File: config.mk
export PLATFORM = sky130hd
export DESIGN_NAME = ordered_list_engine
export DESIGN_NICKNAME = d
export VERILOG_FILES = /design/src/design/ole_pkg.sv /design/src/design/ole_ram.sv /design/src/design/ordered_list_engine.sv
export VERILOG_INCLUDE_DIRS = /design/src /design/src/design
export SDC_FILE = /design/constraint.sdc
export NUM_CORES = 2
export LEC_CHECK = 0
export ABC_AREA = 0
export BUFFER_PORTS_ARGS = -buffer_cell sky130_fd_sc_hd__buf_2
export CAP_MARGIN = 5
export CORE_UTILIZATION = 45
export CTS_BUF_LIST = sky130_fd_sc_hd__clkbuf_8
export CTS_CLUSTER_DIAMETER = 150
export DETAILED_ROUTE_END_ITERATION = 16
export HOLD_SLACK_MARGIN = 0.02
export SLEW_MARGIN = 0
export SYNTH_ARGS = -nofsm -noshare
export SYNTH_HDL_FRONTEND = slang
export SYNTH_HIERARCHICAL = 1
export SYNTH_SLANG_ARGS = --single-unit
File: constraint.sdc
create_clock -name clk_i -period 14.7 [get_ports clk_i]
set_clock_uncertainty 0.05 [all_clocks]
set_input_delay 0.735 -clock clk_i [delete_from_list [all_inputs] [get_ports clk_i]]
set_output_delay 0.735 -clock clk_i [all_outputs]
set_load 0.05 [all_outputs]
File: src/design/ordered_list_engine_assert.svh
// assertion helpers shared by the list engine
`ifndef ORDERED_LIST_ENGINE_ASSERT_SVH
`define ORDERED_LIST_ENGINE_ASSERT_SVH

// same-cycle implication, sampled on the block clock, off during reset
`define OLE_ASSERT_IMP(label, pre, post, msg) \
  label: assert property (@(posedge clk_i) disable iff (!rst_ni) (pre) |-> (post)) \
    else $error(msg);

// next-cycle implication
`define OLE_ASSERT_NXT(label, pre, post, msg) \
  label: assert property (@(posedge clk_i) disable iff (!rst_ni) (pre) |=> (post)) \
    else $error(msg);

`endif

File: src/design/ole_pkg.sv
package ole_pkg;

  localparam int unsigned DEPTH   = 64;
  localparam int unsigned ADDR_W  = (DEPTH > 1) ? $clog2(DEPTH) : 1;
  localparam int unsigned CNT_W   = $clog2(DEPTH + 1);

  localparam int unsigned KIND_W   = 3;
  localparam int unsigned VALUE_W  = 32;
  localparam int unsigned INDEX_W  = 7;
  localparam int unsigned STATUS_W = 2;
  localparam int unsigned POS_W    = 6;
  localparam int unsigned COUNT_W  = 7;

  // operation codes
  localparam logic [KIND_W-1:0] K_ADD_HEAD = 3'd0;
  localparam logic [KIND_W-1:0] K_ADD_TAIL = 3'd1;
  localparam logic [KIND_W-1:0] K_ADD_AT   = 3'd2;
  localparam logic [KIND_W-1:0] K_DEL_HEAD = 3'd3;
  localparam logic [KIND_W-1:0] K_DEL_TAIL = 3'd4;
  localparam logic [KIND_W-1:0] K_DEL_AT   = 3'd5;
  localparam logic [KIND_W-1:0] K_GET      = 3'd6;
  localparam logic [KIND_W-1:0] K_SEARCH   = 3'd7;

  // status codes
  localparam logic [STATUS_W-1:0] ST_OK    = 2'd0;
  localparam logic [STATUS_W-1:0] ST_EMPTY = 2'd1;
  localparam logic [STATUS_W-1:0] ST_FULL  = 2'd2;

  typedef struct packed {
    logic [KIND_W-1:0]         kind;
    logic signed [VALUE_W-1:0] value;
    logic [INDEX_W-1:0]        index;
  } in_t;

  typedef struct packed {
    logic [STATUS_W-1:0]       status;
    logic signed [VALUE_W-1:0] read_data;
    logic [POS_W-1:0]          position;
    logic                      found;
    logic [COUNT_W-1:0]        entry_count;
  } out_t;

endpackage

File: src/design/ole_ram.sv
module ole_ram #(
  parameter int unsigned WIDTH = 32,
  parameter int unsigned DEPTH = 64
) (
  input  logic                             clk_i,
  input  logic                             we_i,
  input  logic [$clog2(DEPTH > 1 ? DEPTH : 2)-1:0] waddr_i,
  input  logic [WIDTH-1:0]                 wdata_i,
  input  logic                             re_i,
  input  logic [$clog2(DEPTH > 1 ? DEPTH : 2)-1:0] raddr_i,
  output logic [WIDTH-1:0]                 rdata_o
);

  logic [WIDTH-1:0] mem_q [DEPTH];
  logic [WIDTH-1:0] rdata_q;

  always_ff @(posedge clk_i) begin
    if (we_i) begin
      mem_q[waddr_i] <= wdata_i;
    end
    if (re_i) begin
      rdata_q <= mem_q[raddr_i];
    end
  end

  assign rdata_o = rdata_q;

endmodule

File: src/design/ordered_list_engine.sv
// Bounded ordered list of up to ole_pkg::DEPTH signed 32-bit words, packed from
// position 0 in one RAM with a single write and a single registered read port.
// One operation is in flight at a time; in_ready_o is high only while idle.
// Inserts and deletes move every entry behind the target one place, one entry
// per cycle through the RAM; at most DEPTH - 1 entries move. A get reads one
// entry; a search reads one entry per cycle from position 0 and answers with
// the position of the first hit, or once every entry is read with no match.
// Refused and empty-list operations go straight to the result. The result
// register lets a new operation start while the previous result waits on
// out_ready_i.
`include "ordered_list_engine_assert.svh"

module ordered_list_engine (
  input  logic          clk_i,
  input  logic          rst_ni,
  input  logic          in_valid_i,
  output logic          in_ready_o,
  input  ole_pkg::in_t  in_data_i,
  output logic          out_valid_o,
  input  logic          out_ready_i,
  output ole_pkg::out_t out_data_o
);

  localparam int unsigned AW = ole_pkg::ADDR_W;
  localparam int unsigned CW = ole_pkg::CNT_W;
  // compare width for index against count
  localparam int unsigned XW = (CW > ole_pkg::INDEX_W) ? CW : ole_pkg::INDEX_W;
  localparam int unsigned PW = ole_pkg::POS_W;
  localparam int unsigned NW = ole_pkg::COUNT_W;

  localparam logic [2:0] S_IDLE = 3'd0;
  localparam logic [2:0] S_INS  = 3'd1;
  localparam logic [2:0] S_DEL  = 3'd2;
  localparam logic [2:0] S_GET  = 3'd3;
  localparam logic [2:0] S_SRCH = 3'd4;
  localparam logic [2:0] S_DONE = 3'd5;

  logic [2:0]    state_q, state_d;
  logic [CW-1:0] cnt_q, cnt_d;
  logic [CW-1:0] n_q, n_d;
  logic [AW-1:0] ptr_q, ptr_d;
  logic [AW-1:0] pa_q, pa_d;
  logic [AW-1:0] tgt_q, tgt_d;
  logic          pend_q, pend_d;
  logic [ole_pkg::VALUE_W-1:0] word_q, word_d;
  ole_pkg::out_t res_q, res_d;
  ole_pkg::out_t out_q, out_d;
  logic          out_valid_q, out_valid_d;

  logic                        ram_we, ram_re;
  logic [AW-1:0]               ram_waddr, ram_raddr;
  logic [ole_pkg::VALUE_W-1:0] ram_wdata, ram_rdata;

  logic [XW-1:0] cnt_x, idx_x, last_x, ins_at, del_at, get_at;
  logic          full, empty;

  ole_ram #(
    .WIDTH(ole_pkg::VALUE_W),
    .DEPTH(ole_pkg::DEPTH)
  ) u_ram (
    .clk_i  (clk_i),
    .we_i   (ram_we),
    .waddr_i(ram_waddr),
    .wdata_i(ram_wdata),
    .re_i   (ram_re),
    .raddr_i(ram_raddr),
    .rdata_o(ram_rdata)
  );

  assign cnt_x  = XW'(cnt_q);
  assign idx_x  = XW'(in_data_i.index);
  assign last_x = cnt_x - XW'(1);
  assign full   = (cnt_q == CW'(ole_pkg::DEPTH));
  assign empty  = (cnt_q == '0);

  // clamped positions, past the end goes to the end
  always_comb begin
    case (in_data_i.kind)
      ole_pkg::K_ADD_HEAD: ins_at = '0;
      ole_pkg::K_ADD_TAIL: ins_at = cnt_x;
      default:             ins_at = (idx_x > cnt_x) ? cnt_x : idx_x;
    endcase
    case (in_data_i.kind)
      ole_pkg::K_DEL_HEAD: del_at = '0;
      ole_pkg::K_DEL_TAIL: del_at = last_x;
      default:             del_at = (idx_x > last_x) ? last_x : idx_x;
    endcase
    get_at = (idx_x > last_x) ? last_x : idx_x;
  end

  assign in_ready_o = (state_q == S_IDLE);

  always_comb begin
    state_d     = state_q;
    cnt_d       = cnt_q;
    n_d         = n_q;
    ptr_d       = ptr_q;
    pa_d        = pa_q;
    tgt_d       = tgt_q;
    pend_d      = 1'b0;
    word_d      = word_q;
    res_d       = res_q;
    out_d       = out_q;
    out_valid_d = out_valid_q & ~out_ready_i;
    ram_we      = 1'b0;
    ram_waddr   = pa_q;
    ram_wdata   = ram_rdata;
    ram_re      = 1'b0;
    ram_raddr   = ptr_q;

    // shared read sequencer: one entry per cycle while reads remain
    if ((state_q == S_INS || state_q == S_DEL || state_q == S_GET || state_q == S_SRCH)
        && (n_q != '0)) begin
      ram_re = 1'b1;
      pend_d = 1'b1;
      pa_d   = ptr_q;
      n_d    = n_q - CW'(1);
      ptr_d  = (state_q == S_INS) ? ptr_q - AW'(1) : ptr_q + AW'(1);
    end

    case (state_q)
      S_IDLE: begin
        if (in_valid_i) begin
          res_d  = '0;
          word_d = in_data_i.value;
          if (in_data_i.kind inside {ole_pkg::K_ADD_HEAD, ole_pkg::K_ADD_TAIL,
                                     ole_pkg::K_ADD_AT}) begin
            if (full) begin
              res_d.status = ole_pkg::ST_FULL;
              state_d      = S_DONE;
            end else begin
              tgt_d   = AW'(ins_at);
              n_d     = CW'(cnt_x - ins_at);
              ptr_d   = AW'(last_x);
              state_d = S_INS;
            end
          end else if (empty) begin
            res_d.status = ole_pkg::ST_EMPTY;
            state_d      = S_DONE;
          end else if (in_data_i.kind inside {ole_pkg::K_DEL_HEAD, ole_pkg::K_DEL_TAIL,
                                              ole_pkg::K_DEL_AT}) begin
            n_d     = CW'(last_x - del_at);
            ptr_d   = AW'(del_at + XW'(1));
            state_d = S_DEL;
          end else if (in_data_i.kind == ole_pkg::K_GET) begin
            n_d     = CW'(1);
            ptr_d   = AW'(get_at);
            state_d = S_GET;
          end else begin
            n_d     = cnt_q;
            ptr_d   = '0;
            state_d = S_SRCH;
          end
        end
      end
      S_INS: begin
        // entry read last cycle moves up one place
        if (pend_q) begin
          ram_we    = 1'b1;
          ram_waddr = pa_q + AW'(1);
        end else if (n_q == '0) begin
          ram_we    = 1'b1;
          ram_waddr = tgt_q;
          ram_wdata = word_q;
          cnt_d     = cnt_q + CW'(1);
          state_d   = S_DONE;
        end
      end
      S_DEL: begin
        // entry read last cycle moves down one place
        if (pend_q) begin
          ram_we    = 1'b1;
          ram_waddr = pa_q - AW'(1);
        end else if (n_q == '0) begin
          cnt_d   = cnt_q - CW'(1);
          state_d = S_DONE;
        end
      end
      S_GET: begin
        if (pend_q) begin
          res_d.read_data = ram_rdata;
          state_d         = S_DONE;
        end
      end
      S_SRCH: begin
        if (pend_q && (ram_rdata == word_q)) begin
          res_d.found    = 1'b1;
          res_d.position = PW'(pa_q);
          state_d        = S_DONE;
        end else if (!pend_q && (n_q == '0)) begin
          state_d = S_DONE;
        end
      end
      S_DONE: begin
        if (!out_valid_q || out_ready_i) begin
          out_d             = res_q;
          out_d.entry_count = NW'(cnt_q);
          out_valid_d       = 1'b1;
          state_d           = S_IDLE;
        end
      end
      default: begin
        state_d = S_IDLE;
      end
    endcase
  end

  always_ff @(posedge clk_i or negedge rst_ni) begin
    if (!rst_ni) begin
      state_q     <= S_IDLE;
      cnt_q       <= '0;
      n_q         <= '0;
      pend_q      <= 1'b0;
      out_valid_q <= 1'b0;
    end else begin
      state_q     <= state_d;
      cnt_q       <= cnt_d;
      n_q         <= n_d;
      pend_q      <= pend_d;
      out_valid_q <= out_valid_d;
    end
  end

  always_ff @(posedge clk_i) begin
    ptr_q  <= ptr_d;
    pa_q   <= pa_d;
    tgt_q  <= tgt_d;
    word_q <= word_d;
    res_q  <= res_d;
    out_q  <= out_d;
  end

  assign out_valid_o = out_valid_q;
  assign out_data_o  = out_q;

  `OLE_ASSERT_IMP(a_cnt_bound, 1'b1, cnt_q <= CW'(ole_pkg::DEPTH), "count above depth")
  `OLE_ASSERT_NXT(a_ins_grow, state_q == S_INS && !pend_q && n_q == '0,
                  cnt_q == $past(cnt_q) + CW'(1), "insert did not grow count")
  `OLE_ASSERT_NXT(a_del_shrink, state_q == S_DEL && !pend_q && n_q == '0,
                  cnt_q == $past(cnt_q) - CW'(1), "delete did not shrink count")
  `OLE_ASSERT_IMP(a_found_ok, out_valid_o && out_data_o.found,
                  out_data_o.status == ole_pkg::ST_OK, "search hit with bad status")

endmodule
==> flow_summary.html <==
<table>
<tr><th>Metric</th><th>Value</th></tr>
<tr><th colspan="2">Status</th></tr>
<tr><td>Outcome</td><td>finished clean</td></tr>
<tr><th colspan="2">Floorplan</th></tr>
<tr><td>Number of ports placed on the die boundary</td><td>96</td></tr>
<tr><td>Chip Height</td><td>444 um</td></tr>
<tr><td>Cell row count</td><td>161</td></tr>
<tr><td>Horiz. Die Dim</td><td>444 um</td></tr>
<tr><td>Total die area</td><td>197000 sq um</td></tr>
<tr><td>Initial standard-cell utilization of the core</td><td>45.4%</td></tr>
<tr><td>Core Region</td><td>193000 sq um</td></tr>
<tr><th colspan="2">Pwr</th></tr>
<tr><td>Part of the total power dissipated in combinational logic</td><td>33.2%</td></tr>
<tr><td>Net load switching power</td><td>7.16 mW</td></tr>
<tr><td>Leakage</td><td>31.4 nW</td></tr>
<tr><td>Power Total</td><td>20.3 mW</td></tr>
<tr><td>P per Cell Area</td><td>~210 nW/um^2</td></tr>
<tr><td>Switch share</td><td>35.4%</td></tr>
<tr><td>Fraction of power consumed by the clock network</td><td>23.6%</td></tr>
<tr><td>IR Drop Worst-Case VDD</td><td>0.000141 V</td></tr>
<tr><td>Sequential Power Share</td><td>between 40% and 50%</td></tr>
<tr><td>Internal cell power</td><td>13.1 mW</td></tr>
<tr><th colspan="2">Detailed routing</th></tr>
<tr><td>Via-to-Cell Ratio</td><td>6.08</td></tr>
<tr><td>WL per Instance</td><td>31.7 um</td></tr>
<tr><td>Via Count</td><td>44400</td></tr>
<tr><td>Detailed router's first-iteration violation count</td><td>4795</td></tr>
<tr><td>WL final</td><td>232000 um</td></tr>
<tr><td>First-pass DRT Iterations</td><td>6</td></tr>
<tr><td>Count of nets left with antenna violations after detail routing</td><td>0</td></tr>
<tr><td>DRC violations left</td><td>0</td></tr>
<tr><th colspan="2">Global routing</th></tr>
<tr><td>Largest net degree at the start of global routing</td><td>116</td></tr>
<tr><td>GR met2 Demand/Resource</td><td>a little over a third</td></tr>
<tr><td>Wire length of the first global-routing pass</td><td>328000 um</td></tr>
<tr><td>GR peak layer</td><td>met2</td></tr>
<tr><td>Total track usage</td><td>23.6%</td></tr>
<tr><td>Via count of the first global-routing pass</td><td>44700</td></tr>
<tr><td>Global routing met3 resource utilization</td><td>4.74%</td></tr>
<tr><td>Met1 capacity usage during global routing</td><td>33.8%</td></tr>
<tr><td>Antenna violations before repair</td><td>9</td></tr>
<tr><td>Overflow after GRT</td><td>0</td></tr>
<tr><th colspan="2">Layout</th></tr>
<tr><td>Fill cell instance count of the final layout</td><td>15200</td></tr>
<tr><td>Post-layout util</td><td>51.0%</td></tr>
<tr><td>Growth of design area from synthesis to finish</td><td>12.3%</td></tr>
<tr><td>Layout cells sized above 1</td><td>between 20 and 30%</td></tr>
<tr><td>Post-layout nets</td><td>4614</td></tr>
<tr><td>Commonest cells after routing, fill and taps aside</td><td>sky130_fd_sc_hd__edfxtp_1 (2213), sky130_fd_sc_hd__mux4_2 (544), sky130_fd_sc_hd__clkbuf_8 (371)</td></tr>
<tr><td>Most common library cell in the layout ignoring fill and taps</td><td>sky130_fd_sc_hd__edfxtp_1</td></tr>
<tr><td>Area of all placed cells without fillers</td><td>98500 sq um</td></tr>
<tr><th colspan="2">Timing</th></tr>
<tr><td>Max-slew violation count</td><td>0</td></tr>
<tr><td>Worst rel slew slack</td><td>10.7%</td></tr>
<tr><td>Maximum achievable frequency</td><td>158 MHz</td></tr>
<tr><td>Final critical-path required period</td><td>6.34 ns</td></tr>
<tr><td>Unrepaired setup endpoints after global routing</td><td>no</td></tr>
<tr><td>Min setup slack post-route</td><td>8.36 ns</td></tr>
<tr><td>Sum Neg Setup Slack</td><td>0 ns</td></tr>
<tr><td>Final number of setup-violating endpoints</td><td>0</td></tr>
<tr><td>Endpoints failing hold</td><td>0</td></tr>
<tr><td>Final worst path period share</td><td>43.1%</td></tr>
<tr><td>Worst Max-Slew Pin Slew</td><td>1.33 ns</td></tr>
<tr><th colspan="2">Clocking</th></tr>
<tr><td>Buffer depth of the longest clock path</td><td>4</td></tr>
<tr><td>Setup fix buffers added after clock tree synthesis</td><td>0</td></tr>
<tr><td>Worst-Skew Late Latency</td><td>1.04 ns</td></tr>
<tr><td>Buffer cell driving the clock tree root</td><td>sky130_fd_sc_hd__clkbuf_8</td></tr>
<tr><td>TritonCTS clock tree</td><td>yes</td></tr>
<tr><td>Total CTS buffers</td><td>361</td></tr>
<tr><td>Number of clock sinks</td><td>2238</td></tr>
<tr><td>Clock transition at the register clock pins on the worst setup and hold paths after CTS</td><td>0.07 ns</td></tr>
<tr><td>Depth of the CTS H-tree</td><td>5</td></tr>
<tr><th colspan="2">Synthesis</th></tr>
<tr><td>Proportion of synthesized chip area in sequential cells</td><td>76.4%</td></tr>
<tr><td>Synth Instances</td><td>slightly above 4000</td></tr>
<tr><td>Total nets after synthesis</td><td>4198</td></tr>
<tr><td>Area fraction of the dominant cell type after synthesis</td><td>roughly 76%</td></tr>
<tr><td>Largest cells by area after synthesis</td><td>sky130_fd_sc_hd__edfxtp_1 (76%), sky130_fd_sc_hd__mux4_2 (14%), sky130_fd_sc_hd__mux2i_1 (1.2%)</td></tr>
<tr><td>Count of cell types in the netlist</td><td>a little over 80</td></tr>
<tr><td>Netlist area before placement</td><td>87700 sq um</td></tr>
<tr><td>Top flip-flop cell by instance count after synthesis</td><td>sky130_fd_sc_hd__edfxtp_1</td></tr>
<tr><td>Post-synthesis cell type with the largest combined area</td><td>sky130_fd_sc_hd__edfxtp_1</td></tr>
<tr><td>Number of synthesized flops with an enable pin</td><td>2213</td></tr>
<tr><td>Number of register bits inferred by synthesis</td><td>2238</td></tr>
<tr><td>Fraction of registers with async set/reset</td><td>0.849%</td></tr>
<tr><td>Mean Syn Cell Area</td><td>around 21 sq um</td></tr>
<tr><td>Warnings, synthesis</td><td>6</td></tr>
<tr><th colspan="2">Place</th></tr>
<tr><td>Estimated wirelength of the detail-placed design</td><td>128000 um</td></tr>
<tr><td>Port-buffer cells</td><td>95</td></tr>
<tr><td>Final RePlAce weighted congestion</td><td>0.869</td></tr>
<tr><td>Post-placement setup slack</td><td>8.43 ns</td></tr>
<tr><td>Placed instance area</td><td>slightly above 90000 sq um</td></tr>
<tr><th colspan="2">Setup path</th></tr>
<tr><td>Arrival time at the worst endpoint</td><td>about 7.2 ns</td></tr>
<tr><td>Data required time at the worst endpoint</td><td>15.57 ns</td></tr>
<tr><td>Worst Setup Path Type</td><td>reg -&gt; reg</td></tr>
<tr><td>Worst-path fanout max</td><td>14</td></tr>
<tr><td>Crit. End Element</td><td>register</td></tr>
<tr><td>Worst setup SP type</td><td>register</td></tr>
<tr><th colspan="2">Run</th></tr>
<tr><td>Number of max-capacitance violations reported</td><td>0</td></tr>
<tr><th colspan="2">Min path</th></tr>
<tr><td>Min-Delay Path Class</td><td>in -&gt; reg</td></tr>
</table>
==> cells by family after synthesis <==
logic type / count (synthesis) / synth area share [%]
AO/OA/AOI/OAI: 370 / 2.79
XOR/XNOR: 62 / 0.619
adder cells (fa/ha/maj): 34 / 0.511
buffers and inverters: 249 / 1.33
flip-flops: 2238 / 76.4
multiplexers: 686 / 15.6
AND/OR/NAND/NOR: 479 / 2.70
==> stage by stage <==
| step | std cells | hold slack, ns |
|---|---|---|
| 2_1_floorplan | 4118 | 0.350 |
| 3_3_place_gp | 6662 | 0.353 |
| 3_5_place_dp | 6662 | 0.355 |
| 4_1_cts | 7298 | 0.0718 |
| 5_1_grt | 7300 | 0.111 |
| 6_report | 7303 | 0.171 |
==> final cells by class <==
type / count / area [sq um] / share of cell area [%]
Clock buffer: 371 / 5110 / 5.18
Antenna cell: 5 / 12.5 / 0.0127
Inverter: 34 / 128 / 0.130
Multi-Input combinational cell: 1631 / 20000 / 20.3
Clock inverter: 230 / 1120 / 1.14
Sequential cell: 2238 / 67100 / 68.1
Timing Repair Buffer: 268 / 1900 / 1.93
Tap cell: 2526 / 3160 / 3.21
==> critical path, stage by stage, from the launching register on <==
cell and delay (ns):
sky130_fd_sc_hd__dfrtp_1 0.70, sky130_fd_sc_hd__inv_1 0.29, sky130_fd_sc_hd__ha_1 0.36, sky130_fd_sc_hd__xor2_1 0.37
sky130_fd_sc_hd__inv_1 0.17, sky130_fd_sc_hd__ha_1 0.33, sky130_fd_sc_hd__nand3_1 0.08, sky130_fd_sc_hd__o21ai_0 0.10
sky130_fd_sc_hd__o31ai_2 0.35, sky130_fd_sc_hd__a2111oi_2 0.16, sky130_fd_sc_hd__or4_1 0.76, sky130_fd_sc_hd__and3_1 0.29
sky130_fd_sc_hd__or2_2 0.33, sky130_fd_sc_hd__inv_1 0.07, sky130_fd_sc_hd__ha_1 0.12, sky130_fd_sc_hd__nor2b_1 0.11
sky130_fd_sc_hd__o21ai_0 0.08, sky130_fd_sc_hd__nand2b_1 0.18, sky130_fd_sc_hd__o311ai_0 0.16, sky130_fd_sc_hd__o41ai_1 0.42
sky130_fd_sc_hd__o2111ai_1 0.18, sky130_fd_sc_hd__a32oi_1 0.27, sky130_fd_sc_hd__xnor2_1 0.09, sky130_fd_sc_hd__a21o_1 0.18
==> flip-flops by register name, summed over array words and instances, names as in the netlist <==
| signal | count |
|---|---|
| pa_q | 6 |
| state_q | 3 |
| u_ram/mem_q | 2048 |
| ptr_q | 6 |
| word_q | 32 |
| n_q | 7 |
| out_valid_o | 1 |
| out_data_o | 48 |
| res_q | 41 |
| cnt_q | 7 |
| u_ram/rdata_o | 32 |
| tgt_q | 6 |
| pend_q | 1 |
==> cells in the mapped netlist (35+ instances only) <==
master                     number
sky130_fd_sc_hd__edfxtp_1    2213
sky130_fd_sc_hd__a21oi_1       95
sky130_fd_sc_hd__nand2_1       88
sky130_fd_sc_hd__and2_1        41
sky130_fd_sc_hd__xnor2_1       51
sky130_fd_sc_hd__nor2_1       177
sky130_fd_sc_hd__mux4_2       544
sky130_fd_sc_hd__mux2_2        35
sky130_fd_sc_hd__clkbuf_1      95
sky130_fd_sc_hd__o22ai_1       93
sky130_fd_sc_hd__o21ai_0       43
sky130_fd_sc_hd__mux2i_1      106
sky130_fd_sc_hd__buf_2         61
==> repair_timing <==
| item | CTS | global route |
|---|---|---|
| hold buffers | 35 | 0 |
| gates resized for setup | 0 | 0 |
| endpoints found under the hold margin | 54 | 0 |
==> per-layer routing <==
metal | part of all wire (%) | wire (um)
met1 | 41 | 95900
met2 | 47 | 108000
met3 | 8.7 | 20200
met4 | 3.4 | 7820
met5 | 0 | 0
==> worst paths after layout <==
path	start	slack, ns	cells after the start	endpoint
setup reg to reg	cnt_q[0]	8.36	23	n_q[5]
setup / recovery	cnt_q[0]	8.36	23	n_q[5]
min in group asynchronous	rst_ni	0.19	2	cnt_q[3]
max in group asynchronous	rst_ni	14.01	2	pend_q
hold / removal	in_data_i[2]	0.17	2	tgt_q[2]
hold reg to reg	res_q[11]	0.37	0	out_data_o[11]
==> power groups by stage <==
stage                     Clock (mW)  Sequential (mW)  Combinational (mW)
after CTS                       4.89             8.74                6.73
after global routing            5.15             8.77                7.06
after detailed placement           0             8.88                6.71
after global placement             0             8.86                6.63
final                           4.78             8.75                6.73
after floorplan                    0             8.75                4.09
Note: power is estimated with default switching activity, not from simulation.
